--- config.mk ---
export PLATFORM = sky130hd
export DESIGN_NAME = ppm_frame_decoder_flat
export DESIGN_NICKNAME = d
export VERILOG_FILES = /design/src/rtl/pfd_pkg.sv /design/src/rtl/pfd_if.sv /design/src/rtl/ppm_frame_decoder.sv /design/src/rtl/pfd_divider.sv /design/src/rtl/pfd_ctrl.sv /design/src/rtl/pfd_datapath.sv /design/src/flat_wrapper.sv
export SDC_FILE = /design/constraint.sdc
export NUM_CORES = 1
export LEC_CHECK = 0
export CAP_MARGIN = 20
export CORE_ASPECT_RATIO = 1.1
export CORE_MARGIN = 10
export CORE_UTILIZATION = 40
export CTS_CLUSTER_SIZE = 24
export DETAILED_ROUTE_END_ITERATION = 8
export DONT_BUFFER_PORTS = 1
export GPL_TIMING_DRIVEN = 0
export HOLD_SLACK_MARGIN = 0.03
export REMOVE_ABC_BUFFERS = 1
export SLEW_MARGIN = 20
export SYNTH_ARGS = -nofsm -noshare
export SYNTH_HDL_FRONTEND = slang
export SYNTH_SLANG_ARGS = --single-unit
--- constraint.sdc ---
create_clock -name clk -period 10.9 [get_ports clk]
set_input_delay 2.18 -clock clk [delete_from_list [all_inputs] [get_ports clk]]
set_output_delay 2.18 -clock clk [all_outputs]
set_load 0.02 [all_outputs]
--- src/rtl/pfd_pkg.sv ---
// Shared constants, types and controller codes of the PPM frame decoder.
package pfd_pkg;

    localparam int DUR_W      = 16;
    localparam int VALUE_W    = 16;
    localparam int CHAN_W     = 4;
    localparam int CFG_IDX_W  = 1;
    localparam int CFG_DATA_W = 16;

    // |raw - min| * 2000 needs 27 bits.
    localparam int PROD_W     = 27;
    // Signed quotient with the offset applied.
    localparam int SCALED_W   = PROD_W + 2;

    localparam int CHANNELS_DEFAULT = 8;

    localparam logic [DUR_W-1:0]      SYNC_GAP_TICKS = 16'd4000;
    localparam logic [10:0]           SCALE_SPAN     = 11'd2000;
    localparam logic [SCALED_W-1:0]   SCALE_OFFSET   = 29'd1000;
    localparam logic [CFG_DATA_W-1:0] MAX_RESET      = 16'd1600;
    localparam logic [CFG_DATA_W-1:0] MIN_RESET      = 16'd1000;

    localparam logic [CFG_IDX_W-1:0]  CFG_PULSE_MAX  = 1'b0;
    localparam logic [CFG_IDX_W-1:0]  CFG_PULSE_MIN  = 1'b1;

    typedef enum logic [1:0] {
        S_IDLE,
        S_MUL,
        S_DIV,
        S_OUT
    } pfd_state_t;

    typedef struct packed {
        logic accept;
        logic start_frame;
        logic mul;
        logic next_chan;
        logic load_out;
    } pfd_cmd_t;

    typedef struct packed {
        logic frame_complete;
        logic div_done;
        logic out_free;
        logic last_chan;
    } pfd_status_t;

endpackage

--- src/rtl/pfd_if.sv ---
// Request channels of the PPM frame decoder: edge events in, scaled channels out.
interface pfd_in_if;
    import pfd_pkg::*;

    logic             valid;
    logic             ready;
    logic [DUR_W-1:0] duration;

    modport source (output valid, output duration, input ready);
    modport sink   (input valid, input duration, output ready);
endinterface

interface pfd_out_if;
    import pfd_pkg::*;

    logic                      valid;
    logic                      ready;
    logic [CHAN_W-1:0]         channel;
    logic signed [VALUE_W-1:0] value;
    logic                      range_error;
    logic                      last;

    modport source (output valid, output channel, output value, output range_error,
                    output last, input ready);
    modport sink   (input valid, input channel, input value, input range_error,
                    input last, output ready);
endinterface

--- src/rtl/ppm_frame_decoder.sv ---
// Top level of the PPM frame decoder: controller, datapath and request channels.
//
// Edge requests are taken only while the controller is idle. The edge that completes a frame
// starts scaling; each channel then passes a multiply state, the bit-serial divider with one
// step per quotient bit and a result state, so a frame gives CHANNELS results, and an output
// stall holds the sequence. No new edge is taken until the last result of the frame is loaded.
// Reset clears the channel index, the sync flag and the stored widths and loads the
// pulse limits with 1600 and 1000 ticks.
module ppm_frame_decoder #(
    parameter int CHANNELS = pfd_pkg::CHANNELS_DEFAULT
) (
    input  logic                            clk,
    input  logic                            rst_n,
    pfd_in_if.sink                          edges,
    pfd_out_if.source                       results,
    input  logic                            cfg_we,
    input  logic [pfd_pkg::CFG_IDX_W-1:0]   cfg_index,
    input  logic [pfd_pkg::CFG_DATA_W-1:0]  cfg_data
);
    import pfd_pkg::*;

    // The controller owns the handshake on the edge channel and steps the datapath
    // through multiply, divide and result load for every channel of a finished frame.
    pfd_cmd_t    cmd;
    pfd_status_t status;

    pfd_ctrl u_ctrl (
        .clk      (clk),
        .rst_n    (rst_n),
        .in_valid (edges.valid),
        .in_ready (edges.ready),
        .status   (status),
        .cmd      (cmd)
    );

    // The datapath holds the pulse limits, the frame position, the raw widths and the
    // result register, which lets a new edge request in while a result still waits.
    pfd_datapath #(
        .CHANNELS (CHANNELS)
    ) u_datapath (
        .clk             (clk),
        .rst_n           (rst_n),
        .cfg_we          (cfg_we),
        .cfg_index       (cfg_index),
        .cfg_data        (cfg_data),
        .duration        (edges.duration),
        .cmd             (cmd),
        .status          (status),
        .out_valid       (results.valid),
        .out_ready       (results.ready),
        .out_channel     (results.channel),
        .out_value       (results.value),
        .out_range_error (results.range_error),
        .out_last        (results.last)
    );

endmodule

--- src/rtl/pfd_divider.sv ---
// Restoring unsigned divider that retires one quotient bit per cycle.
module pfd_divider (
    input  logic                         clk,
    input  logic                         rst_n,
    input  logic                         start,
    input  logic [pfd_pkg::PROD_W-1:0]   dividend,
    input  logic [pfd_pkg::DUR_W-1:0]    divisor,
    output logic [pfd_pkg::PROD_W-1:0]   quotient,
    output logic                         done
);
    import pfd_pkg::*;

    localparam int CNT_W = $clog2(PROD_W);
    localparam logic [CNT_W-1:0] LAST_STEP = CNT_W'(PROD_W - 1);

    logic [PROD_W-1:0] quo_reg, quo_next;
    logic [DUR_W-1:0]  rem_reg, rem_next;
    logic [CNT_W-1:0]  cnt_reg, cnt_next;
    logic              busy_reg, busy_next;

    logic [DUR_W:0]    rem_shift;
    logic [DUR_W:0]    rem_trial;
    logic              fits;

    assign rem_shift = {rem_reg, quo_reg[PROD_W-1]};
    assign fits      = rem_shift >= {1'b0, divisor};
    assign rem_trial = rem_shift - {1'b0, divisor};

    always_comb
    begin
        quo_next  = quo_reg;
        rem_next  = rem_reg;
        cnt_next  = cnt_reg;
        busy_next = busy_reg;
        if (start)
        begin
            quo_next  = dividend;
            rem_next  = '0;
            cnt_next  = '0;
            busy_next = 1'b1;
        end
        else if (busy_reg)
        begin
            quo_next = {quo_reg[PROD_W-2:0], fits};
            rem_next = fits ? rem_trial[DUR_W-1:0] : rem_shift[DUR_W-1:0];
            if (cnt_reg == LAST_STEP)
            begin
                busy_next = 1'b0;
            end
            else
            begin
                cnt_next = cnt_reg + CNT_W'(1);
            end
        end
    end

    always_ff @(posedge clk or negedge rst_n)
    begin
        if (!rst_n)
        begin
            busy_reg <= 1'b0;
            cnt_reg  <= '0;
        end
        else
        begin
            busy_reg <= busy_next;
            cnt_reg  <= cnt_next;
        end
    end

    always_ff @(posedge clk)
    begin
        quo_reg <= quo_next;
        rem_reg <= rem_next;
    end

    assign quotient = quo_reg;
    assign done     = busy_reg && (cnt_reg == LAST_STEP);

    a_no_restart_while_busy: assert property (
        @(posedge clk) disable iff (!rst_n) start |-> !busy_reg
    ) else $error("divider restarted while busy");

    a_done_ends_run: assert property (
        @(posedge clk) disable iff (!rst_n) done |=> !busy_reg
    ) else $error("divider still busy after its final step");

endmodule

--- src/rtl/pfd_ctrl.sv ---
// Controller state machine that sequences edge intake and per-channel scaling.
module pfd_ctrl (
    input  logic                 clk,
    input  logic                 rst_n,
    input  logic                 in_valid,
    output logic                 in_ready,
    input  pfd_pkg::pfd_status_t status,
    output pfd_pkg::pfd_cmd_t    cmd
);
    import pfd_pkg::*;

    pfd_state_t state_reg, state_next;

    always_comb
    begin
        state_next = state_reg;
        unique case (state_reg)
            S_IDLE:
            begin
                if (in_valid && status.frame_complete)
                begin
                    state_next = S_MUL;
                end
            end
            S_MUL:
            begin
                state_next = S_DIV;
            end
            S_DIV:
            begin
                if (status.div_done)
                begin
                    state_next = S_OUT;
                end
            end
            S_OUT:
            begin
                if (status.out_free)
                begin
                    state_next = status.last_chan ? S_IDLE : S_MUL;
                end
            end
            default:
            begin
                state_next = S_IDLE;
            end
        endcase
    end

    always_comb
    begin
        cmd      = '0;
        in_ready = 1'b0;
        unique case (state_reg)
            S_IDLE:
            begin
                in_ready        = 1'b1;
                cmd.accept      = in_valid;
                cmd.start_frame = in_valid && status.frame_complete;
            end
            S_MUL:
            begin
                cmd.mul = 1'b1;
            end
            S_DIV:
            begin
                cmd = '0;
            end
            S_OUT:
            begin
                cmd.load_out  = status.out_free;
                cmd.next_chan = status.out_free && !status.last_chan;
            end
            default:
            begin
                cmd = '0;
            end
        endcase
    end

    always_ff @(posedge clk or negedge rst_n)
    begin
        if (!rst_n)
        begin
            state_reg <= S_IDLE;
        end
        else
        begin
            state_reg <= state_next;
        end
    end

    a_frame_starts_with_mul: assert property (
        @(posedge clk) disable iff (!rst_n) cmd.start_frame |=> state_reg == S_MUL
    ) else $error("completed frame did not start scaling");

endmodule

--- src/rtl/pfd_datapath.sv ---
// Datapath: configuration, frame state, raw width store, scaling and result register.
module pfd_datapath #(
    parameter int CHANNELS = pfd_pkg::CHANNELS_DEFAULT
) (
    input  logic                             clk,
    input  logic                             rst_n,
    input  logic                             cfg_we,
    input  logic [pfd_pkg::CFG_IDX_W-1:0]    cfg_index,
    input  logic [pfd_pkg::CFG_DATA_W-1:0]   cfg_data,
    input  logic [pfd_pkg::DUR_W-1:0]        duration,
    input  pfd_pkg::pfd_cmd_t                cmd,
    output pfd_pkg::pfd_status_t             status,
    output logic                             out_valid,
    input  logic                             out_ready,
    output logic [pfd_pkg::CHAN_W-1:0]       out_channel,
    output logic signed [pfd_pkg::VALUE_W-1:0] out_value,
    output logic                             out_range_error,
    output logic                             out_last
);
    import pfd_pkg::*;

    localparam int IDX_W = $clog2(CHANNELS + 1);
    localparam int CH_W  = (CHANNELS > 1) ? $clog2(CHANNELS) : 1;

    localparam logic signed [SCALED_W-1:0] SAT_HI = SCALED_W'(32767);
    localparam logic signed [SCALED_W-1:0] SAT_LO = -SCALED_W'(32768);

    // Configuration registers.
    logic [CFG_DATA_W-1:0] pulse_max_reg, pulse_min_reg;

    always_ff @(posedge clk or negedge rst_n)
    begin
        if (!rst_n)
        begin
            pulse_max_reg <= MAX_RESET;
            pulse_min_reg <= MIN_RESET;
        end
        else if (cfg_we)
        begin
            unique case (cfg_index)
                CFG_PULSE_MAX: pulse_max_reg <= cfg_data;
                CFG_PULSE_MIN: pulse_min_reg <= cfg_data;
                default:       pulse_max_reg <= pulse_max_reg;
            endcase
        end
    end

    // Frame tracking and raw width capture.
    logic [IDX_W-1:0] idx_reg, idx_next;
    logic             sync_reg, sync_next;
    logic [DUR_W-1:0] raw_reg [CHANNELS];

    logic [IDX_W-1:0] eff_idx;
    logic [IDX_W-1:0] idx_inc;
    logic             store_ok;

    assign eff_idx  = sync_reg ? '0 : idx_reg;
    assign idx_inc  = eff_idx + IDX_W'(1);
    assign store_ok = (duration < SYNC_GAP_TICKS) && (eff_idx < IDX_W'(CHANNELS));

    always_comb
    begin
        idx_next  = idx_reg;
        sync_next = sync_reg;
        if (cmd.accept)
        begin
            if (store_ok)
            begin
                idx_next  = idx_inc;
                sync_next = 1'b0;
            end
            else
            begin
                idx_next  = '0;
                sync_next = 1'b1;
            end
        end
    end

    always_ff @(posedge clk or negedge rst_n)
    begin
        if (!rst_n)
        begin
            idx_reg  <= '0;
            sync_reg <= 1'b0;
            for (int i = 0; i < CHANNELS; i++)
            begin
                raw_reg[i] <= '0;
            end
        end
        else
        begin
            idx_reg  <= idx_next;
            sync_reg <= sync_next;
            if (cmd.accept && store_ok)
            begin
                raw_reg[eff_idx[CH_W-1:0]] <= duration;
            end
        end
    end

    // Channel sequencing over the stored frame.
    logic [CH_W-1:0] ch_reg, ch_next;

    always_comb
    begin
        ch_next = ch_reg;
        if (cmd.start_frame)
        begin
            ch_next = '0;
        end
        else if (cmd.next_chan)
        begin
            ch_next = ch_reg + CH_W'(1);
        end
    end

    always_ff @(posedge clk or negedge rst_n)
    begin
        if (!rst_n)
        begin
            ch_reg <= '0;
        end
        else
        begin
            ch_reg <= ch_next;
        end
    end

    // Offset removal and multiply; the product is registered in the divider.
    logic signed [DUR_W:0] diff;
    logic [DUR_W-1:0]      mag;
    logic [PROD_W-1:0]     product;
    logic                  neg_reg;
    logic                  range_err;
    logic [DUR_W-1:0]      span;
    logic [PROD_W-1:0]     quotient;
    logic                  div_done;

    assign diff      = $signed({1'b0, raw_reg[ch_reg]}) - $signed({1'b0, pulse_min_reg});
    assign mag       = diff[DUR_W] ? DUR_W'(-diff) : diff[DUR_W-1:0];
    assign product   = PROD_W'(mag) * PROD_W'(SCALE_SPAN);
    assign range_err = pulse_max_reg <= pulse_min_reg;
    assign span      = pulse_max_reg - pulse_min_reg;

    always_ff @(posedge clk)
    begin
        if (cmd.mul)
        begin
            neg_reg <= diff[DUR_W];
        end
    end

    pfd_divider u_divider (
        .clk      (clk),
        .rst_n    (rst_n),
        .start    (cmd.mul),
        .dividend (product),
        .divisor  (span),
        .quotient (quotient),
        .done     (div_done)
    );

    // Sign restore, offset and saturation, or zero when the pulse limits are out of order.
    logic signed [SCALED_W-1:0] q_signed;
    logic signed [SCALED_W-1:0] scaled;
    logic signed [VALUE_W-1:0]  sat_value;

    assign q_signed = neg_reg ? -$signed({2'b00, quotient}) : $signed({2'b00, quotient});
    assign scaled   = q_signed - $signed(SCALE_OFFSET);

    always_comb
    begin
        priority if (range_err)
        begin
            sat_value = '0;
        end
        else if (scaled > SAT_HI)
        begin
            sat_value = SAT_HI[VALUE_W-1:0];
        end
        else if (scaled < SAT_LO)
        begin
            sat_value = SAT_LO[VALUE_W-1:0];
        end
        else
        begin
            sat_value = scaled[VALUE_W-1:0];
        end
    end

    // Result register.
    logic                      out_valid_reg, out_valid_next;
    logic [CHAN_W-1:0]         chan_out_reg;
    logic signed [VALUE_W-1:0] value_out_reg;
    logic                      err_out_reg;
    logic                      last_out_reg;
    logic                      last_chan;

    assign last_chan = ch_reg == CH_W'(CHANNELS - 1);

    always_comb
    begin
        out_valid_next = out_valid_reg;
        if (cmd.load_out)
        begin
            out_valid_next = 1'b1;
        end
        else if (out_ready)
        begin
            out_valid_next = 1'b0;
        end
    end

    always_ff @(posedge clk or negedge rst_n)
    begin
        if (!rst_n)
        begin
            out_valid_reg <= 1'b0;
        end
        else
        begin
            out_valid_reg <= out_valid_next;
        end
    end

    always_ff @(posedge clk)
    begin
        if (cmd.load_out)
        begin
            chan_out_reg  <= CHAN_W'(ch_reg);
            value_out_reg <= sat_value;
            err_out_reg   <= range_err;
            last_out_reg  <= last_chan;
        end
    end

    assign out_valid       = out_valid_reg;
    assign out_channel     = chan_out_reg;
    assign out_value       = value_out_reg;
    assign out_range_error = err_out_reg;
    assign out_last        = last_out_reg;

    assign status.frame_complete = store_ok && (idx_inc == IDX_W'(CHANNELS));
    assign status.div_done       = div_done;
    assign status.out_free       = !out_valid_reg || out_ready;
    assign status.last_chan      = last_chan;

    a_sync_clears_index: assert property (
        @(posedge clk) disable iff (!rst_n) sync_reg |-> idx_reg == '0
    ) else $error("sync flag set with a non-zero channel index");

    a_load_into_free_slot: assert property (
        @(posedge clk) disable iff (!rst_n) cmd.load_out |-> (!out_valid_reg || out_ready)
    ) else $error("result loaded over one not yet taken");

    a_frame_rewinds_channel: assert property (
        @(posedge clk) disable iff (!rst_n) cmd.start_frame |=> ch_reg == '0
    ) else $error("frame scaling did not start at channel zero");

endmodule
--- src/flat_wrapper.sv ---
// flat-port wrapper written by rule: the top's interface ports become plain ports
module ppm_frame_decoder_flat import pfd_pkg::*;
#(
    parameter int CHANNELS = pfd_pkg::CHANNELS_DEFAULT
)
  (clk, rst_n, cfg_we, cfg_index, cfg_data, edges_valid, edges_duration, edges_ready, results_valid, results_channel, results_value, results_range_error, results_last, results_ready);
  pfd_in_if edges_i ();
  pfd_out_if results_i ();
  input  logic clk;
  input  logic rst_n;
  input  logic cfg_we;
  input  logic [pfd_pkg::CFG_IDX_W-1:0] cfg_index;
  input  logic [pfd_pkg::CFG_DATA_W-1:0] cfg_data;
  input wire logic [$bits(edges_i.valid)-1:0] edges_valid;
  input wire logic [$bits(edges_i.duration)-1:0] edges_duration;
  output wire logic [$bits(edges_i.ready)-1:0] edges_ready;
  output wire logic [$bits(results_i.valid)-1:0] results_valid;
  output wire logic [$bits(results_i.channel)-1:0] results_channel;
  output wire logic [$bits(results_i.value)-1:0] results_value;
  output wire logic [$bits(results_i.range_error)-1:0] results_range_error;
  output wire logic [$bits(results_i.last)-1:0] results_last;
  input wire logic [$bits(results_i.ready)-1:0] results_ready;
  assign edges_i.valid = edges_valid;
  assign edges_i.duration = edges_duration;
  assign edges_ready = edges_i.ready;
  assign results_valid = results_i.valid;
  assign results_channel = results_i.channel;
  assign results_value = results_i.value;
  assign results_range_error = results_i.range_error;
  assign results_last = results_i.last;
  assign results_i.ready = results_ready;
  ppm_frame_decoder #(.CHANNELS(CHANNELS)) u_core (.clk(clk), .rst_n(rst_n), .edges(edges_i), .results(results_i), .cfg_we(cfg_we), .cfg_index(cfg_index), .cfg_data(cfg_data));
endmodule
==> results.yml, run 1 <==
sta:
  min_period_ns: 9.42
  worst_pin_slew_ns: 1.06
  hold_viol: 0
  max-slew-margin-rel_pct: 29.4
  fin_skew_ns: 0.0235
  max_freq_mhz: 106
  timing.setup.tns_ns: 0
  rsz0062_at_grt: "no"
  finalMaxSlewViolations: 0
  period_share_pct: 86.4
  setup_viol: 0
  setup_ws_ns: 1.48
synth:
  ys_warn_count: 0
  synth_top_family_by_area: "multiplexers"
  synth_area_leaders: "dfrtp_1, mux2_2, ha_1"
  synth_top_area_share_pct: 24.3
  avgSynthCellArea_um2: 10.6
  synth.cell_area_um2: 17300
  synth_adder_area_share_pct: 14.1
  ys_ff_latch: 242
  synth_compound_area_share_pct: 11.3
  ys_types: 89
  synth_top_area_cell: "dfrtp_1"
  synth_mux_area_share_pct: 14.8
  synth_ff_type: "dfrtp_1"
  yosysSeqAreaShare_pct: 35.7
  synthXorXnorAreaFrac_pct: 6.51
  synth_edf_count: 45
  yosys.area_share.simple_pct: 13.3
  netlist_instances: 1642
  async_flop_share_pct: 73.1
worst_setup_path:
  reg2reg_to: "u_core.u_datapath.u_divider.quotient[25]"
  ff2ff_path_depth: 30
  cp_data_required_time_ns: 11.20
  path_max_fanout: 35
  end_kind: "flip-flop"
  critical_path.max_stage_delay_ns: 0.90
  worstReg2RegStart: "u_core.u_datapath.ch_reg[0]"
  slowest_stage: "dfrtp_4"
  path_common_cell: "fa_1"
  regToRegSetupSlack_ns: 1.48
  cp.arrival_ns: 9.73
  critPathKind: "flip-flop to flip-flop"
  cp-startpoint: "u_core.u_datapath.ch_reg[0]"
  cp-start-kind: "flip-flop"
grt:
  first_global_vias: 12145
  antenna_found_initial: 2
  grt_pass1_wl_mm: 63.8
  grt_max_degree: 178
  grt_usage_pct: 14.8
  grt-ovfl-total: 0
die:
  core_area_um2: 42600
  ioPinCount: 62
  rows: 79
  die_area_um2: 52100
  dieHeight_um: 238
  dieWidth_um: 218
  start_util_pct: 40.7
placement:
  pre_cts_ws_ns: 1.43
  dp_hpwl_mm: 28.6
  portBuffers: 0
  gp_congestion: 0.839
layout:
  nets: 1811
  layout_commonest_cell: "dfrtp_1"
  final_util_pct: 44.3
  area_growth_pct: 8.84
  layout_common_cells: "dfrtp_1, mux2_2, inv_1"
  drive_gt1_share_pct: 17.5
  largest_reg_flops: 128
hold_path:
  hold_start: "u_core.u_datapath.u_divider.rem_reg[15]"
  hold_depth: 2
  min_to: "u_core.u_datapath.u_divider.rem_reg[15]"
  hp-class: "flip-flop to flip-flop"
detailed_routing:
  final_antenna_net_count: 0
  post_drt_wl_per_cell_um: 17.7
  first_iter_violations: 651
  wirelength_mm: 39.0
  vias_per_cell: 5.49
  vias: 12062
  drc: 0
  first_pass_iters: 5
clock_tree:
  postCtsResizedCells: 0
  clock_tree.root_cell: "clkbuf_16"
  clk_pin_slew_ns: 0.06
  holdBufCountCts: 0
  cts.sinks: 242
  numCtsBuffers: 27
  clock_path_buffers: 3
  clock_latency_ns: 0.58
  tritoncts: "yes"
  h-tree-depth: 1
  cts_setup_buffers: 0
job:
  drv_cap: 0
run_status:
  outcome: "finished, final reports clean"
==> through the flow <==
| step | cell area, µm² | hold slack (ns) | std cells |
|---|---|---|---|
| after global placement | 17800 | 0.459 | 2142 |
| after global routing | 18900 | 0.499 | 2197 |
| after detailed placement | 17900 | 0.469 | 2147 |
| after floorplan | 17100 | 0.441 | 1575 |
| after CTS | 18900 | 0.482 | 2197 |
| final | 18900 | 0.481 | 2198 |
==> worst max-delay path: cells and delay by family (launching register included) <==
kind | cells | cell delay [ns]
and+or+nand+nor | 2 | 0.20
buffers and inverters | 4 | 0.65
DFF | 1 | 0.90
muxes | 2 | 1.01
adders and majority gates | 7 | 3.03
xor gates and xnor gates | 1 | 0.20
AOI/OAI and AO/OA | 14 | 3.16
==> cell families (layout without fill, tap and decap cells) <==
| kind of cell | Yosys count | in the layout |
|---|---|---|
| simple gates | 427 | 427 |
| buf+inv | 194 | 182 |
| compound gates | 287 | 287 |
| fa+ha+maj | 165 | 165 |
| flops | 242 | 242 |
| other cells | 1 | 2 |
| mux | 198 | 198 |
| xor+xnor | 128 | 128 |
==> how the worst max path moves through the flow <==
| stage | endpoint | slack (ns) | depth (start not counted) |
|---|---|---|---|
| 2_1_floorplan | u_core.u_datapath.u_divider.quotient[25] | 2.21 | 30 |
| 3_3_place_gp | u_core.u_datapath.u_divider.quotient[25] | 0.33 | 30 |
| 3_5_place_dp | u_core.u_datapath.u_divider.quotient[25] | 1.43 | 30 |
| 4_1_cts | u_core.u_datapath.u_divider.quotient[25] | 1.40 | 30 |
| 5_1_grt | u_core.u_datapath.u_divider.quotient[25] | 0.66 | 30 |
| 6_report | u_core.u_datapath.u_divider.quotient[25] | 1.48 | 30 |
==> final cells by class <==
cell class	count	area, µm²
fill	3986	23700
multi-input combinational	1206	10400
sequential	242	6200
clock buffer	35	766
tap	567	709
inverter	127	477
clock inverter	15	225
timing repair buffer	5	83.8
antenna	1	2.50
==> Yosys cell counts, drive strengths merged, types with 7 or more instances <==
master and instances:
a211oi 16, a21o 17, a21oi 56, and2 28
and3 8, buf 16, clkbuf 51, dfrtp 168
dfstp 9, dfxtp 20, edfxtp 45, fa 50
ha 114, inv 127, mux2 144, mux2i 22
mux4 32, nand2 92, nand2b 20, nand3 32
nand4 19, nor2 92, nor2b 25, nor3 25
nor4 24, o211ai 8, o21a 10, o21ai 69
o21bai 8, o22ai 7, o31a 7, o31ai 26
o41ai 8, or2 14, or3 16, or4 9
xnor2 77, xor2 51
==> metal layers <==
metal	GRT usage [%]	share of wire [%]	routed length, µm
met5	0	0	0
met4	4.02	2.2	860
met3	2.71	3.7	1450
met2	25.8	49	19300
met1	18.5	45	17400
Power of run 1 is not shown: default switching activity piles up to over one toggle a cycle in this logic, so the estimate is an artifact.
==> inputs of run 2 (changes only) <==
- BUFFER_PORTS_ARGS: unset -> -buffer_cell sky130_fd_sc_hd__buf_2
- DONT_BUFFER_PORTS: 1 -> unset
==> results.yml, run 2 (synthesis gave the netlist of run 1 again) <==
worst_setup_path:
  critPathTopFamily: "compound AO/OA/AOI/OAI gates"
  crit_buf_inv: 4
  cp-start-kind: "flip-flop"
  end_kind: "flip-flop"
  slowest_stage: "dfrtp_4"
  path_max_fanout: 35
  cp_data_required_time_ns: 11.18
  critPathKind: "flip-flop to flip-flop"
  cp.arrival_ns: 9.83
  critical_path.max_stage_delay_ns: 0.89
grt:
  grt_max_degree: 92
  grt_usage_pct: 15.0
  grt-ovfl-total: 0
  first_global_vias: 12556
  antenna_found_initial: 1
  grt_pass1_wl_mm: 64.9
die:
  dieWidth_um: 218
  rows: 79
  die_area_um2: 52100
  ioPinCount: 62
  dieHeight_um: 238
  core_area_um2: 42600
  start_util_pct: 40.7
sta:
  fin_skew_ns: 0.00956
  worst_pin_slew_ns: 1.12
  max_freq_mhz: 105
  finalMaxSlewViolations: 0
  setup_viol: 0
  timing.setup.tns_ns: 0
  hold_slack_ns: 0.477
  rsz0062_at_grt: "no"
  max-slew-margin-rel_pct: 25.0
  min_period_ns: 9.55
  hold_viol: 0
  period_share_pct: 87.6
  setup_ws_ns: 1.35
clock_tree:
  h-tree-depth: 1
  tritoncts: "yes"
  holdBufCountCts: 0
  clock_latency_ns: 0.56
  clock_path_buffers: 3
  clk_pin_slew_ns: 0.06
  cts.sinks: 242
  postCtsResizedCells: 0
  numCtsBuffers: 27
  clock_tree.root_cell: "clkbuf_16"
  cts_setup_buffers: 0
detailed_routing:
  first_pass_iters: 4
  routedLengthMet1_mm: 17.8
  drc: 0
  vias_per_cell: 5.38
  met3_length_mm: 1.09
  first_iter_violations: 570
  vias: 12159
  top_layer_used: "met4"
  post_drt_wl_per_cell_um: 17.3
  final_antenna_net_count: 0
  met2_length_mm: 19.5
  wirelength_mm: 39.1
job:
  drv_cap: 0
layout:
  diodes: 0
  layout_common_cells: "dfrtp_1, mux2_2, inv_1"
  largest_reg_flops: 128
  fillers: 3991
  layout_commonest_cell: "dfrtp_1"
  fin_area_um2: 19100
  nets: 1872
  area_growth_pct: 10.3
  drive_gt1_share_pct: 20.4
placement:
  portBuffers: 60
  gp_congestion: 0.848
  dp_hpwl_mm: 28.9
  placed_area_um2: 18200
  pre_cts_ws_ns: 1.33
hold_path:
  hp-class: "flip-flop to flip-flop"
run_status:
  outcome: "finished, final reports clean"
==> run 2: layer usage <==
metal,GRT usage (%),vias up
li1,-,5966
met1,19.0,6002
met2,26.6,150
met3,1.90,41
met4,3.52,0
met5,0,-
==> run 2: cell type report <==
class                   count  area [µm²]  share of cell area, %
clock inverters            15         169                  0.883
repair buffers             66         422                   2.20
multi-input cells        1206       10400                   54.4
inverters                 127         477                   2.49
flip-flops and latches    242        6200                   32.4
well taps                 567         709                   3.71
clock buffers              35         746                   3.90
==> run 2: worst reg2reg max path, delay by kind of cell, from the launching register on <==
kind | cells | cell delay (ns)
xor+xnor | 2 | 0.83
compound gates | 14 | 3.11
flops | 1 | 0.89
mux | 2 | 1.03
fa+ha+maj | 7 | 2.65
buf+inv | 4 | 0.51
simple gates | 2 | 0.24
==> run 2: metrics by stage <==
stage	utilization, %	cells
floorplan	-	1575
global placement	42.4	2202
detailed placement	42.7	2208
CTS	44.9	2258
global route	44.9	2258
finish	44.9	2258
==> run 2: path summary, 6_finish.rpt <==
| check | start | endpoint | slack (ns) | cells after the start |
|---|---|---|---|---|
| worst max-delay path | u_core.u_datapath.ch_reg[0] | u_core.u_datapath.u_divider.quotient[25] | 1.35 | 31 |
| worst min-delay path | u_core.u_datapath.idx_reg[3] | u_core.u_datapath.idx_reg[3] | 0.48 | 1 |
| worst max register to register | u_core.u_datapath.ch_reg[0] | u_core.u_datapath.u_divider.quotient[25] | 1.35 | 31 |
| worst min register to register | u_core.u_datapath.idx_reg[3] | u_core.u_datapath.idx_reg[3] | 0.48 | 1 |
| max in group asynchronous | rst_n | u_core.u_datapath.pulse_min_reg[9] | 8.34 | 2 |
| min in group asynchronous | rst_n | u_core.u_datapath.raw_reg[80] | 1.62 | 1 |
Power of run 2 is left out for the same reason.
==> inputs of run 3 (changes only) <==
--- a/config.mk
+++ b/config.mk
@@ -7,2 +7,3 @@
 export LEC_CHECK = 0
+export ABC_AREA = 1
 export BUFFER_PORTS_ARGS = -buffer_cell sky130_fd_sc_hd__buf_2
==> constraint.sdc (replaced) <==
create_clock -name clk -period 8.5 [get_ports clk]
set_input_delay 2.55 -clock clk [delete_from_list [all_inputs] [get_ports clk]]
set_output_delay 2.55 -clock clk [all_outputs]
set_load 0.02 [all_outputs]
==> results.yml, run 3 <==
synth:
  synth.cell_area_um2: 17700
  ys_ff_latch: 242
  synth_top_area_share_pct: 23.8
  ys_types: 62
  synth.most_common_cell: "nand2_1"
  ys_warn_count: 0
  synth_ff_type: "dfrtp_1"
  synth_top_area_cell: "dfrtp_1"
  synth_edf_count: 45
  yosys-top-cells-count: "nand2_1, inv_1, o21ai_0, nor2_1, dfrtp_1"
  yosysSeqAreaShare_pct: 35.0
  async_flop_share_pct: 73.1
  netlist_instances: 2341
  avgSynthCellArea_um2: 7.55
  synth_area_leaders: "dfrtp_1, nand2_1, ha_1"
sta:
  setup_viol: 0
  min_period_ns: 7.92
  finalMaxSlewViolations: 0
  max_freq_mhz: 126
  rsz0062_at_grt: "no"
  worst_pin_slew_ns: 1.09
  max-slew-margin-rel_pct: 27.6
  fin_skew_ns: 0.0130
  period_share_pct: 93.2
  hold_viol: 0
  hold_slack_ns: 0.471
layout:
  layout_commonest_cell: "nand2_1"
  fillers: 4404
  final_util_pct: 45.3
  drive_gt1_share_pct: 10.8
  nets: 2588
  fin_area_um2: 19700
  layout_common_cells: "nand2_1, inv_1, o21ai_0"
  largest_reg_flops: 128
  area_growth_pct: 11.6
  diodes: 0
clock_tree:
  clock_path_buffers: 3
  clk_pin_slew_ns: 0.06
  clock_tree.root_cell: "clkbuf_16"
  clock_latency_ns: 0.57
  numCtsBuffers: 27
  holdBufCountCts: 0
  cts.sinks: 242
  tritoncts: "yes"
  h-tree-depth: 1
detailed_routing:
  wirelength_mm: 45.4
  first_pass_iters: 5
  vias_per_cell: 5.05
  drc: 0
  first_iter_violations: 920
  vias: 15056
  post_drt_wl_per_cell_um: 15.2
  final_antenna_net_count: 0
grt:
  first_global_vias: 14712
  grt_usage_pct: 16.8
  grt_max_degree: 94
  grt-ovfl-total: 0
  grt_pass1_wl_mm: 73.3
  antenna_found_initial: 0
worst_setup_path:
  path_max_fanout: 25
  ff2ff_path_depth: 37
  critPathKind: "flip-flop to flip-flop"
  regToRegSetupSlack_ns: 0.58
  end_kind: "flip-flop"
  reg2reg_to: "u_core.u_datapath.u_divider.quotient[24]"
  cp-start-kind: "flip-flop"
  critical_path.max_stage_delay_ns: 0.54
  slowest_stage: "fa_1"
  worstReg2RegStart: "u_core.u_datapath.ch_reg[0]"
  cp.arrival_ns: 8.22
  cp_data_required_time_ns: 8.80
placement:
  portBuffers: 60
  placed_area_um2: 18600
  gp_congestion: 0.890
  dp_hpwl_mm: 33.6
hold_path:
  hold_start: "u_core.u_datapath.u_divider.rem_reg[15]"
  hold_depth: 2
  min_to: "u_core.u_datapath.u_divider.rem_reg[15]"
  hp-class: "flip-flop to flip-flop"
die:
  rows: 80
  die_area_um2: 53000
  ioPinCount: 62
  dieHeight_um: 241
  core_area_um2: 43500
  start_util_pct: 40.6
  dieWidth_um: 220
job:
  drv_cap: 0
run_status:
  outcome: "finished, final reports clean"
## run 3: cell types whose count changed in the layout (fill, tap and decap cells not counted), sizes merged, moves of 21 or more
| cell | change |
|---|---|
| inv | +194 |
| xnor2 | -56 |
| nand3 | +73 |
| nor2b | -25 |
| o21ai | +201 |
| mux2i | -22 |
| nor2 | +192 |
| mux2 | -144 |
| o31ai | -21 |
| a21oi | +49 |
| o22ai | +21 |
| and2 | -23 |
| nand2 | +480 |
| mux4 | -32 |
## run 3: cell families after synthesis
logic type | Yosys count | share of synthesized area [%]
and+or+nand+nor | 1017 | 25.0
adders and majority gates | 164 | 13.7
AOI/OAI and AO/OA | 464 | 14.5
xor gates and xnor gates | 63 | 3.12
other | 1 | 0.0212
buffers and inverters | 390 | 8.63
DFF | 242 | 35.0
## run 3: worst max path at each step
stage / startpoint / end / slack (ns) / depth (start not counted)
after floorplan: u_core.u_datapath.ch_reg[0] / u_core.u_datapath.u_divider.quotient[23] / -0.42 / 41
after global placement: u_core.u_datapath.ch_reg[0] / u_core.u_datapath.u_divider.quotient[23] / -3.89 / 41
after detailed placement: u_core.u_datapath.ch_reg[1] / u_core.u_datapath.u_divider.quotient[23] / -1.43 / 41
after CTS: u_core.u_datapath.ch_reg[0] / u_core.u_datapath.u_divider.quotient[24] / 0.02 / 37
after global routing: u_core.u_datapath.ch_reg[0] / u_core.u_datapath.u_divider.quotient[23] / 0.04 / 42
final: u_core.u_datapath.ch_reg[0] / u_core.u_datapath.u_divider.quotient[24] / 0.58 / 37
## run 3: worst max-delay path: cells and delay by family (launching register included)
kind | cells | cell delay (ns)
adder cells (fa/ha/maj) | 7 | 2.94
AO/OA/AOI/OAI | 13 | 2.37
AND/OR/NAND/NOR | 9 | 0.87
buffers and inverters | 7 | 0.75
flip-flops | 1 | 0.44
XOR/XNOR | 1 | 0.23
## run 3: area by class of cell
class	instances	area (µm²)	share of cell area [%]
Sequential cell	242	6200	31.4
Clock inverter	15	144	0.729
Multi-Input combinational cell	1709	10100	51.0
Inverter	325	1250	6.36
Timing Repair Buffer	79	586	2.97
Tap cell	574	718	3.64
Clock buffer	34	752	3.81
Timing Repair inverter	2	12.5	0.0634
## run 3: repair_timing
action,4_1_cts,5_1_grt
gates resized for setup,15,19
gates cloned,1,3
endpoints found under the setup margin,14,7
pin swaps,0,3
buffers inserted,1,7
## run 3: layer usage
| metal | global-route usage [%] | wire length, µm | vias to the layer above |
|---|---|---|---|
| li1 | - | - | 7684 |
| met1 | 19.7 | 19300 | 7042 |
| met2 | 31.3 | 23300 | 258 |
| met3 | 2.00 | 1490 | 72 |
| met4 | 4.90 | 1340 | 0 |
| met5 | 0 | 0 | - |
## run 3: metrics by stage
| stage | cells | setup WS (ns) | TNS, ns |
|---|---|---|---|
| after floorplan | 2276 | -0.418 | -1.40 |
| after global placement | 2910 | -3.89 | -53.44 |
| after detailed placement | 2918 | -1.43 | -10.38 |
| after CTS | 2969 | 0.0227 | 0 |
| after global routing | 2980 | 0.0384 | 0 |
| final | 2980 | 0.581 | 0 |
Power of run 3 is left out for the same reason.
